===== config.mk =====
export PLATFORM = sky130hd
export DESIGN_NAME = ppm_frame_interval_generator_top
export DESIGN_NICKNAME = d
export VERILOG_FILES = /design/src/rtl/core/ppmfig_pkg.sv /design/src/rtl/core/ppm_frame_interval_generator_top.sv
export SDC_FILE = /design/constraint.sdc
export NUM_CORES = 1
export LEC_CHECK = 0
export BUFFER_PORTS_ARGS = -buffer_cell sky130_fd_sc_hd__buf_4
export CORE_AREA = 2 2 287 289
export DETAILED_ROUTE_END_ITERATION = 6
export DIE_AREA = 0 0 289 291
export PLACE_DENSITY_LB_ADDON = 0.2
export SLEW_MARGIN = 5
export SYNTH_ARGS = -nofsm -noshare
export SYNTH_HDL_FRONTEND = slang
export SYNTH_SLANG_ARGS = --single-unit

===== constraint.sdc =====
create_clock -name clk -period 25.5 [get_ports clk]
set_clock_uncertainty 0.05 [all_clocks]
set_input_delay 3.825 -clock clk [delete_from_list [all_inputs] [get_ports clk]]
set_output_delay 3.825 -clock clk [all_outputs]
set_load 0.05 [all_outputs]

===== src/rtl/core/ppmfig_pkg.sv =====
// ppmfig_pkg: shared types and constants for the PPM frame interval generator.
// Holds field widths, segment and register codes, phase codes and timing constants.
// No dependencies.
package ppmfig_pkg;

  // Field widths
  localparam int ACTION_W   = 1;
  localparam int INDEX_W    = 4;
  localparam int VALUE_W    = 16;
  localparam int CENTER_W   = 12;
  localparam int INTERVAL_W = 16;
  localparam int KIND_W     = 2;
  localparam int CFG_IDX_W  = 3;
  localparam int CFG_DATA_W = 7;

  // Internal widths
  localparam int PHASE_W = 7;   // signed frame position
  localparam int REM_W   = 20;  // signed frame remainder, covers a full wrap-free frame
  localparam int SYNC_W  = 11;  // latched sync width, 200..1600
  localparam int CALC_W  = 16;  // signed channel pulse arithmetic

  localparam int MAX_CHANNELS_DEF = 16;

  // Timing constants, half-microsecond counts unless noted
  localparam int SETUP_COUNTS = 1000;
  localparam int GAP_MIN      = 9000;
  localparam int GAP_MAX      = 65535;
  localparam int CLAMP_STD    = 1024;
  localparam int CLAMP_EXT    = 1280;
  localparam int SYNC_BASE    = 600;   // 2 * 300 us
  localparam int SYNC_STEP    = 100;   // 2 * 50 us
  localparam int FRAME_BASE   = 44;    // 22.5 ms frame minus the setup segment, in 0.5 ms
  localparam int FRAME_UNIT   = 1000;  // 0.5 ms in counts
  localparam int CENTER_RESET = 1500;

  // Config step limits
  localparam int SYNC_STEP_LO  = -4;
  localparam int SYNC_STEP_HI  = 10;
  localparam int FRAME_STEP_LO = -20;
  localparam int FRAME_STEP_HI = 35;
  localparam int COUNT_STEP_LO = -2;
  localparam int COUNT_STEP_HI = 4;
  localparam int COUNT_BASE    = 8;

  // Special frame positions; even positions are sync, odd are channel pulses
  localparam logic signed [PHASE_W-1:0] PHASE_SETUP = -7'sd1;
  localparam logic signed [PHASE_W-1:0] PHASE_GAP   = -7'sd2;

  typedef enum logic [KIND_W-1:0] {
    SEG_SETUP   = 2'd0,
    SEG_SYNC    = 2'd1,
    SEG_CHANNEL = 2'd2,
    SEG_GAP     = 2'd3
  } seg_kind_t;

  typedef enum logic [CFG_IDX_W-1:0] {
    REG_POLARITY    = 3'd0,
    REG_EXTENDED    = 3'd1,
    REG_SYNC_STEP   = 3'd2,
    REG_FRAME_STEP  = 3'd3,
    REG_COUNT_STEP  = 3'd4
  } cfg_reg_t;

  localparam logic ACT_TICK  = 1'b0;
  localparam logic ACT_WRITE = 1'b1;

endpackage


===== src/rtl/core/ppm_frame_interval_generator_top.sv =====
// ppm_frame_interval_generator_top: RC PPM frame interval generator, single module.
// Depends on ppmfig_pkg for widths, segment codes and timing constants.
//
// Usage:
//   The input channel carries one beat per item. A beat with action = 1 writes
//   value and center into the channel table and yields no result. A beat with
//   action = 0 is a timer compare tick and yields exactly one result beat: the
//   length of the next output segment in half-microsecond counts, its kind,
//   the channel carried (zero unless a channel pulse) and the latched idle level.
//   Frame order: setup (1000), then sync/channel pairs, a final sync, then a gap
//   that pads the frame to its set length (min 9000, saturated at 65535).
//   The config channel writes registers 0..4 by index; it is always ready and should
//   be written only while the block is idle. All but the count step latch at setup.
// Latency and throughput:
//   A tick's result is valid in the cycle after it is taken. One beat is accepted
//   per cycle unless a result is held by a stalled receiver; a pulse's table read,
//   clamp and two adds, or the gap limit, sit between state and result register.
// Reset and stall:
//   Synchronous reset returns to the setup position, clears config and restores
//   the table (values 0, centers 1500 us). While the receiver stalls, the result
//   register holds and in_ready drops only if a result is waiting in it.
module ppm_frame_interval_generator_top #(
  parameter int MAX_CHANNELS = ppmfig_pkg::MAX_CHANNELS_DEF
) (
  input  logic                                  clk,
  input  logic                                  rst,
  // config write channel
  input  logic                                  cfg_valid,
  output logic                                  cfg_ready,
  input  logic [ppmfig_pkg::CFG_IDX_W-1:0]      cfg_index,
  input  logic [ppmfig_pkg::CFG_DATA_W-1:0]     cfg_data,
  // item input channel
  input  logic                                  in_valid,
  output logic                                  in_ready,
  input  logic [ppmfig_pkg::ACTION_W-1:0]       action,
  input  logic [ppmfig_pkg::INDEX_W-1:0]        channel_index,
  input  logic signed [ppmfig_pkg::VALUE_W-1:0] channel_value,
  input  logic [ppmfig_pkg::CENTER_W-1:0]       channel_center,
  // result channel
  output logic                                  out_valid,
  input  logic                                  out_ready,
  output logic [ppmfig_pkg::INTERVAL_W-1:0]     interval_counts,
  output logic [ppmfig_pkg::KIND_W-1:0]         segment_kind,
  output logic [ppmfig_pkg::INDEX_W-1:0]        pulse_channel,
  output logic                                  idle_level
);
  import ppmfig_pkg::*;

  localparam int CH_IDX_W = $clog2(MAX_CHANNELS);
  localparam logic [INDEX_W:0] MAX_N = (INDEX_W+1)'(MAX_CHANNELS);

  // ---------------------------------------------------------------------------
  // Config registers
  // ---------------------------------------------------------------------------
  logic              cfg_polarity;
  logic              cfg_extended;
  logic signed [4:0] cfg_sync_step;
  logic signed [6:0] cfg_frame_step;
  logic signed [3:0] cfg_count_step;

  assign cfg_ready = 1'b1;

  always_ff @(posedge clk) begin
    if (rst) begin
      cfg_polarity   <= 1'b0;
      cfg_extended   <= 1'b0;
      cfg_sync_step  <= '0;
      cfg_frame_step <= '0;
      cfg_count_step <= '0;
    end else if (cfg_valid && cfg_ready) begin
      unique case (cfg_reg_t'(cfg_index))
        REG_POLARITY:   cfg_polarity   <= cfg_data[0];
        REG_EXTENDED:   cfg_extended   <= cfg_data[0];
        REG_SYNC_STEP:  cfg_sync_step  <= cfg_data[4:0];
        REG_FRAME_STEP: cfg_frame_step <= cfg_data[6:0];
        REG_COUNT_STEP: cfg_count_step <= cfg_data[3:0];
        default: ;  // indexes past the list are ignored
      endcase
    end
  end

  // ---------------------------------------------------------------------------
  // Frame state and channel table
  // ---------------------------------------------------------------------------
  logic signed [PHASE_W-1:0] phase, phase_next;
  logic signed [REM_W-1:0]   frame_remaining, frame_remaining_next;
  logic                      clamp_ext, clamp_ext_next;
  logic [SYNC_W-1:0]         sync_width, sync_width_next;
  logic                      idle_latched, idle_latched_next;

  logic [VALUE_W-1:0]  ch_value  [MAX_CHANNELS];
  logic [CENTER_W-1:0] ch_center [MAX_CHANNELS];

  logic in_fire, tick_fire, write_fire;
  assign in_ready   = out_ready || !out_valid;
  assign in_fire    = in_valid && in_ready;
  assign tick_fire  = in_fire && (action == ACT_TICK);
  assign write_fire = in_fire && (action == ACT_WRITE);

  // Saturated config steps
  logic signed [4:0]         ss_sat;
  logic signed [6:0]         fs_sat;
  logic signed [3:0]         cs_sat;
  logic signed [11:0]        sync_calc;
  logic [7:0]                frame_mult;
  logic [INDEX_W:0]          n_raw, n_cap;
  logic signed [PHASE_W-1:0] phase_end, phase_inc;

  always_comb begin
    ss_sat = cfg_sync_step;
    if (cfg_sync_step < 5'(SYNC_STEP_LO)) ss_sat = 5'(SYNC_STEP_LO);
    else if (cfg_sync_step > 5'(SYNC_STEP_HI)) ss_sat = 5'(SYNC_STEP_HI);

    fs_sat = cfg_frame_step;
    if (cfg_frame_step < 7'(FRAME_STEP_LO)) fs_sat = 7'(FRAME_STEP_LO);
    else if (cfg_frame_step > 7'(FRAME_STEP_HI)) fs_sat = 7'(FRAME_STEP_HI);

    cs_sat = cfg_count_step;
    if (cfg_count_step < 4'(COUNT_STEP_LO)) cs_sat = 4'(COUNT_STEP_LO);
    else if (cfg_count_step > 4'(COUNT_STEP_HI)) cs_sat = 4'(COUNT_STEP_HI);

    sync_calc  = 12'(ss_sat) * 12'(SYNC_STEP) + 12'(SYNC_BASE);
    frame_mult = 8'($signed({fs_sat[6], fs_sat}) + 8'(FRAME_BASE));

    // channel count 4..16, capped by the table depth
    n_raw = (INDEX_W+1)'($signed({{2{cs_sat[3]}}, cs_sat}) * 6'sd2 + 6'(COUNT_BASE));
    n_cap = (n_raw > MAX_N) ? MAX_N : n_raw;
    phase_end = $signed({1'b0, n_cap, 1'b0});
    phase_inc = phase + 7'sd1;
  end

  // Channel pulse: 2*center + clamped value - sync, floored at zero
  logic [CH_IDX_W-1:0]      chan_sel;
  logic signed [CALC_W-1:0] value_s, range_s, value_clamped, pulse_raw;
  logic [INTERVAL_W-1:0]    pulse_counts;

  always_comb begin
    chan_sel = phase[CH_IDX_W:1];
    value_s  = $signed(ch_value[chan_sel]);
    range_s  = clamp_ext ? CALC_W'(CLAMP_EXT) : CALC_W'(CLAMP_STD);
    value_clamped = value_s;
    if (value_s > range_s) value_clamped = range_s;
    else if (value_s < -range_s) value_clamped = -range_s;
    pulse_raw = $signed({3'b000, ch_center[chan_sel], 1'b0}) + value_clamped
              - $signed({{(CALC_W-SYNC_W){1'b0}}, sync_width});
    pulse_counts = pulse_raw[CALC_W-1] ? '0 : INTERVAL_W'(pulse_raw);
  end

  // Gap: remainder padded to the minimum, saturated on overflow or wrap
  logic [INTERVAL_W-1:0] gap_counts;
  always_comb begin
    if (frame_remaining < 0 || frame_remaining > REM_W'(GAP_MAX))
      gap_counts = INTERVAL_W'(GAP_MAX);
    else if (frame_remaining > REM_W'(GAP_MIN))
      gap_counts = INTERVAL_W'(frame_remaining);
    else
      gap_counts = INTERVAL_W'(GAP_MIN);
  end

  // Next frame state and the result for a tick
  seg_kind_t             kind_next;
  logic [INTERVAL_W-1:0] counts_next;
  logic [INDEX_W-1:0]    chan_next;

  always_comb begin
    phase_next           = phase;
    frame_remaining_next = frame_remaining;
    clamp_ext_next       = clamp_ext;
    sync_width_next      = sync_width;
    idle_latched_next    = idle_latched;
    kind_next            = SEG_SETUP;
    counts_next          = INTERVAL_W'(SETUP_COUNTS);
    chan_next            = '0;
    if (phase == PHASE_GAP) begin
      kind_next   = SEG_GAP;
      counts_next = gap_counts;
      phase_next  = PHASE_SETUP;
    end else if (phase < 0) begin
      clamp_ext_next       = cfg_extended;
      sync_width_next      = SYNC_W'(sync_calc);
      frame_remaining_next = REM_W'(frame_mult) * REM_W'(FRAME_UNIT);
      idle_latched_next    = cfg_polarity;
      phase_next           = '0;
    end else if (!phase[0]) begin
      kind_next            = SEG_SYNC;
      counts_next          = INTERVAL_W'(sync_width);
      frame_remaining_next = frame_remaining - $signed({{(REM_W-SYNC_W){1'b0}}, sync_width});
      // count is read live, so a shrink mid frame closes at this sync
      phase_next           = (phase_inc > phase_end) ? PHASE_GAP : phase_inc;
    end else begin
      kind_next            = SEG_CHANNEL;
      counts_next          = pulse_counts;
      chan_next            = INDEX_W'(chan_sel);
      frame_remaining_next = frame_remaining
                           - $signed({{(REM_W-INTERVAL_W){1'b0}}, pulse_counts});
      phase_next           = phase_inc;
    end
  end

  always_ff @(posedge clk) begin
    if (rst) begin
      phase           <= PHASE_SETUP;
      frame_remaining <= '0;
      clamp_ext       <= 1'b0;
      sync_width      <= '0;
      idle_latched    <= 1'b0;
    end else if (tick_fire) begin
      phase           <= phase_next;
      frame_remaining <= frame_remaining_next;
      clamp_ext       <= clamp_ext_next;
      sync_width      <= sync_width_next;
      idle_latched    <= idle_latched_next;
    end
  end

  always_ff @(posedge clk) begin
    if (rst) begin
      for (int i = 0; i < MAX_CHANNELS; i++) begin
        ch_value[i]  <= '0;
        ch_center[i] <= CENTER_W'(CENTER_RESET);
      end
    end else if (write_fire && ({1'b0, channel_index} < MAX_N)) begin
      ch_value[channel_index[CH_IDX_W-1:0]]  <= channel_value;
      ch_center[channel_index[CH_IDX_W-1:0]] <= channel_center;
    end
  end

  // ---------------------------------------------------------------------------
  // Result register
  // ---------------------------------------------------------------------------
  always_ff @(posedge clk) begin
    if (rst) begin
      out_valid <= 1'b0;
    end else if (tick_fire) begin
      out_valid <= 1'b1;
    end else if (out_ready) begin
      out_valid <= 1'b0;
    end
  end

  always_ff @(posedge clk) begin
    if (tick_fire) begin
      interval_counts <= counts_next;
      segment_kind    <= kind_next;
      pulse_channel   <= chan_next;
      idle_level      <= idle_latched_next;
    end
  end

  // ---------------------------------------------------------------------------
  // Assertions
  // ---------------------------------------------------------------------------
  a_setup_starts_frame: assert property (@(posedge clk) disable iff (rst)
    tick_fire && phase == PHASE_SETUP |=> phase == '0)
    else $error("setup tick did not start the frame");

  a_phase_bounded: assert property (@(posedge clk) disable iff (rst)
    phase < 0 || phase <= $signed(PHASE_W'(2 * MAX_CHANNELS)))
    else $error("frame position ran past the channel table");

  a_write_no_result: assert property (@(posedge clk) disable iff (rst)
    write_fire |=> !out_valid)
    else $error("table write produced a result");

  a_gap_min: assert property (@(posedge clk) disable iff (rst)
    out_valid && segment_kind == SEG_GAP |-> interval_counts >= INTERVAL_W'(GAP_MIN))
    else $error("frame gap below minimum");

  a_chan_only_on_pulse: assert property (@(posedge clk) disable iff (rst)
    out_valid && segment_kind != SEG_CHANNEL |-> pulse_channel == '0)
    else $error("channel number on a non-pulse segment");

endmodule


### Yosys cells after proc, flatten, opt, wreduce, memory -nomap -nowiden

Memory sizes are Yosys's and may differ from the RTL's. A register that Yosys moved wholly into a read port is not among the register bits.
Index checks and enable logic that the tools add are counted.

| word-level totals | value |
|---|---|
| memory bits (writable) | 448 |
| bits in registers | 82 |
| bits in read-only memories | 0 |
| bits of input ports | 48 |
| memories | 2 |
| bits in latches | 0 |
| output and inout port bits | 26 |

| cells by class | value |
|---|---|
| shift operators | 0 |
| $lt $le $gt $ge | 14 |
| divide/modulo/power cells | 0 |
| add/subtract/negate cells | 9 |
| equal/unequal tests | 5 |
| multipliers | 2 |
| reductions and logical operators | 18 |
| bitwise gates (word level) | 3 |
| muxes and demuxes | 43 |

Memories:

| name | words | bits a word | rd ports | clocked after Yosys merged registers in | write ports | RTL line | text |
|---|---|---|---|---|---|---|---|
| ch_value | 16 | 16 | 1 | 1 | 16 | ppm_frame_interval_generator_top.sv:91 | `logic [VALUE_W-1:0] ch_value [MAX_CHANNELS];` |
| ch_center | 16 | 12 | 1 | 1 | 16 | ppm_frame_interval_generator_top.sv:92 | `logic [CENTER_W-1:0] ch_center [MAX_CHANNELS];` |

Operators by type and width:

| operator | count |
|---|---|
| 16-bit 2-to-1 mux | 6 |
| 15-bit 2-to-1 mux | 3 |
| 7-bit 2-to-1 mux | 6 |
| 20-bit 2-to-1 mux | 2 |
| 4-bit 2-to-1 mux | 8 |
| 20-bit by 15-bit greater-than comparator with 1-bit output, second input constant | 1 |
| 20-bit by 17-bit greater-than comparator with 1-bit output, second input constant | 1 |
| 20-bit by 1-bit < comparator with 1-bit output, second input constant | 1 |
| 20-bit by 12-bit subtractor with 20-bit output | 1 |
| 20-bit by 16-bit subtractor with 20-bit output | 1 |
| 14-bit by 16-bit adder with 16-bit output | 1 |
| 16-bit by 12-bit greater-than comparator with 1-bit output | 1 |
| 16-bit < comparator | 1 |
| 11-bit negation with 16-bit output | 1 |
| 16-bit OR reduction | 1 |
| 16-bit by 12-bit subtractor with 16-bit output | 1 |
| 8-bit by 7-bit multiplier with 15-bit output, second input constant | 1 |
| 5-bit 2-to-1 mux | 3 |
| 12-bit 2-to-1 mux | 1 |
| 2-bit AND reduction | 6 |
| 12-bit OR reduction | 1 |
| 11-bit adder, second input constant | 1 |
| 1-bit 2-to-1 mux | 11 |
| 5-bit greater-than comparator, second input constant | 2 |
| other kinds (25) | 32 |

### Logic depth before layout (Yosys ltp)

| logic depth | value |
|---|---|
| word-level depth | 13 |
| depth in mapped cells | 41 |
| depth with buffers taken out | 33 |

### Worst setup path before layout

OpenSTA, ideal clock, no wires.

| timing path | value |
|---|---|
| kind | flip-flop to flip-flop |
| from | register with a tool-made name |
| to | register frame_remaining[17] |
| arrival | 9.152 ns |
| library setup time | 0.130 ns |
| clock period less this slack | 9.332 ns |
| buffers on the path | 8 |
| data required time | 25.320 ns |
| path slack | 16.168 ns |
| cell stages (with the launch flop) | 38 |
| cell sequence | dfxtp_1 buf_6 buf_12 buf_12 buf_12 buf_4 buf_1 mux4_2 mux4_2 inv_1 ha_1 inv_1 a21o_1 a21oi_1 or3_1 ha_1 buf_6 a21oi_4 [2 not listed] fa_1 nor2b_1 o31ai_1 a211oi_1 o311ai_0 and2_2 clkbuf_1 or4_2 nand3_4 a32oi_2 ha_1 or3_1 o41a_1 a2111oi_0 o31ai_1 nor3_1 mux2i_1 a21oi_1 |

RTL lines:

| item | RTL line | text |
|---|---|---|
| to (signal assigned) | ppm_frame_interval_generator_top.sv:209 | `frame_remaining <= frame_remaining_next;` |
| to (decl) | ppm_frame_interval_generator_top.sv:86 | `logic signed [REM_W-1:0] frame_remaining, frame_remaining_next;` |

==> metrics.yaml <==
outcome: "completed"
die_area_sq_um: 84100
cp_common_cell: "ha_1"
ys_seq_area_share_pct: 54.6
power_switching_uw: 860
wl_um: 80200
cts_hold_buf: 0
wire_per_inst_um: 24.2
drtIter0Drc: 1351
synth_edf_count: 471
yosysWarnings: 0
worst_slew_pin_slew_ns: 1.21
r2r-end: "frame_remaining[19]$_SDFFE_PP0P_"
p_sw_share_pct: 32.3
post-cts-setup-buffers: 0
combPwrFrac_pct: 29.6
min_period_over_period_pct: 41.7
place_inst: 3195
cp-start-kind: "flop"
fin_setup_tns_ns: 0
row_count: 105
root_buffer: "clkbuf_16"
cap_violations: 0
io_buffers: 72
crit_slowest_cell: "dfxtp_4"
fin_cells: 3311
max-vdd-ir-drop_mv: 0.0614
cts_tree: "done"
hold_start: "idle_latched$_SDFFE_PP0P_"
maxSlewHeadroom_pct: 19.4
drv_slew: 0
period_needed_ns: 10.63
antenna_left: 0
coreArea_sq_um: 81200
grt_antenna_before_repair: 7
final_util_pct: 39.0
worstPathMaxFanout: 43
die_h_um: 291
vias: 17508
reg2regPathDepth: 29
drt_first_pass_iters: 5
drive_gt1_share_pct: 16.6
cts_buffers: 60
hold_viol_final: 0
clkPwrFrac_pct: 32.6
gp_congestion: 0.866
rsz0062_at_grt: "false"
cts_resized: 0
avgViaCountPerCell: 5.29
critPathCaptureType: "flop"
drc: 0
start_util_pct: 34.6
r2r_slack_ns: 14.87
cts_htree_levels: 2
num_io_pins: 74
clk_pin_slew_ns: 0.06
synthFlopType: "edfxtp_1"
setup.worst_path.class: "reg -> reg"
clkSinkCount: 532
crit_path_end: "frame_remaining[19]$_SDFFE_PP0P_"
synth_top_area_share_pct: 50.3
synth.avg_cell_area_sq_um: 13.1
die_x_um: 289
syn-instance-count: 2151
cts_buffer_depth: 3
leakage_nw: 11.9
grt_pass1_wl_um: 120000
grtUsageTotal_pct: 19.3
synth_cell_types: 88
finalSetupViolations: 0
grt_max_degree: 53
n_fill_cell: 7682
layout.nets: 2359
hold_path_class: "reg -> reg"
total_power_mw: 2.66
power.density_nw_per_um2: 83.9
gr-total-overflow: 0
crit_arrival_ns: 11.05
synth.largest_area_cell: "edfxtp_1"
postSynth.asyncResetShare_pct: 0
area_growth_pct: 12.7
clk_latency_ns: 0.64
syn_area_sq_um: 28100
crit_required_ns: 25.93
dp_hpwl_um: 47900
seqPwrFrac_pct: 37.8
first_global_vias: 18300
fmax_mhz: 94.1
intPower_mw: 1.80
cpPeakStageDelay_ns: 0.91
synth_seq_cells: 532
yosys-top-cells-area: "edfxtp_1 50%, mux4_2 7.8%, and2_1 7.6%"
-- how the worst min path moves through the flow --
stage                                end  depth (start not counted)
3_5_place_dp   idle_latched$_SDFFE_PP0P_                          2
3_3_place_gp   idle_latched$_SDFFE_PP0P_                          2
4_1_cts        idle_latched$_SDFFE_PP0P_                          2
2_1_floorplan     clamp_ext$_SDFFE_PP0P_                          2
5_1_grt        idle_latched$_SDFFE_PP0P_                          2
6_report       idle_latched$_SDFFE_PP0P_                          2
-- power groups by stage --
stage	clock (mW)	sequential (mW)	combinational, mW
after floorplan	0	1.02	0.576
after global placement	0	1.02	0.771
after detailed placement	0	1.02	0.782
after CTS	0.882	1.01	0.786
after global routing	0.917	1.01	0.871
final	0.866	1.01	0.788
-- cell type report --
class                           count  area [sq um]  share of cell area [%]
Sequential cell                   532         15400                    48.5
Multi-Input combinational cell   1373         11700                    37.1
Clock buffer                       85          1640                    5.17
Tap cell                         1070          1340                    4.22
Timing Repair Buffer              116           871                    2.75
Inverter                          104           390                    1.23
Clock inverter                     26           317                   0.999
Antenna cell                        5          12.5                  0.0395
-- flip-flops by register name, indices dropped and copies added, names as in the netlist, 4 cells and up, named ones only --
| name | flops |
|---|---|
| sync_width | 9 |
| cfg_count_step | 4 |
| pulse_channel | 4 |
| phase | 7 |
| ch_center | 192 |
| cfg_sync_step | 5 |
| interval_counts | 16 |
| frame_remaining | 20 |
| ch_value | 256 |
| cfg_frame_step | 7 |
-- placed cells by master, fill, tap and decap left out, types with 9 or more instances in the layout --
cell	n
or2_2	25
a21oi_1	71
xor2_1	18
a21o_1	11
xnor2_1	30
clkbuf_1	20
dfxtp_1	58
nor2_1	78
nor2b_1	15
a211oi_1	11
and2_1	342
nand2_1	79
mux4_1	20
ha_1	89
nor3_1	26
a22oi_1	13
buf_4	116
o21ai_0	40
clkinv_1	12
mux4_2	98
fa_1	35
inv_1	100
nand2b_1	45
a221oi_1	9
edfxtp_1	471
nand3_1	21
mux2i_1	46
or3_1	96
and3_1	12
clkbuf_16	61
o22ai_1	9
-- kinds of logic after synthesis --
group           share of synthesized area, %
simple gates                            16.0
flops                                   54.6
buf+inv                                 3.95
compound gates                          5.91
mux                                     11.5
fa+ha+maj                               6.45
xor+xnor                                1.55
other cells                           0.0267
-- metal layers --
| layer | part of all wire [%] | up-vias | GRT usage (%) |
|---|---|---|---|
| met5 | 0.064 | - | 0 |
| li1 | - | 7937 | - |
| met3 | 5.2 | 125 | 3.03 |
| met4 | 2.1 | 8 | 4.32 |
| met1 | 43 | 8994 | 25.3 |
| met2 | 50 | 444 | 33.3 |
-- per-stage QoR --
stage / worst slack [ns] / instance area, sq um / hold slack, ns
5_1_grt: 14.15 / 31700 / 0.432
4_1_cts: 14.87 / 31700 / 0.408
3_3_place_gp: 15.06 / 29700 / 0.390
3_5_place_dp: 14.90 / 29700 / 0.400
6_report: 14.87 / 31700 / 0.403
2_1_floorplan: 16.17 / 28100 / 0.381
-- synthesized netlist by cell type, drive strengths merged (6+ instances only) --
cell / number
a211oi: 11
a21o: 11
a21oi: 72
a221oi: 10
a22oi: 19
a31oi: 6
and2: 344
and3: 12
buf: 21
clkbuf: 127
dfxtp: 61
edfxtp: 471
fa: 35
ha: 89
inv: 100
mux2i: 46
mux4: 118
nand2: 80
nand2b: 46
nand3: 22
nor2: 89
nor2b: 15
nor3: 30
nor4: 8
o211ai: 6
o21a: 8
o21ai: 42
o22ai: 10
or2: 25
or3: 97
xnor2: 30
xor2: 19
-- critical path: cells and delay by family (launching register included) --
family	cells	cell delay, ns
and+or+nand+nor	10	2.83
muxes	1	0.61
xor gates and xnor gates	1	0.16
AOI/OAI and AO/OA	11	3.06
adders and majority gates	5	2.00
buffers and inverters	1	0.80
DFF	1	0.91
Note: power is estimated with default switching activity, not from simulation.
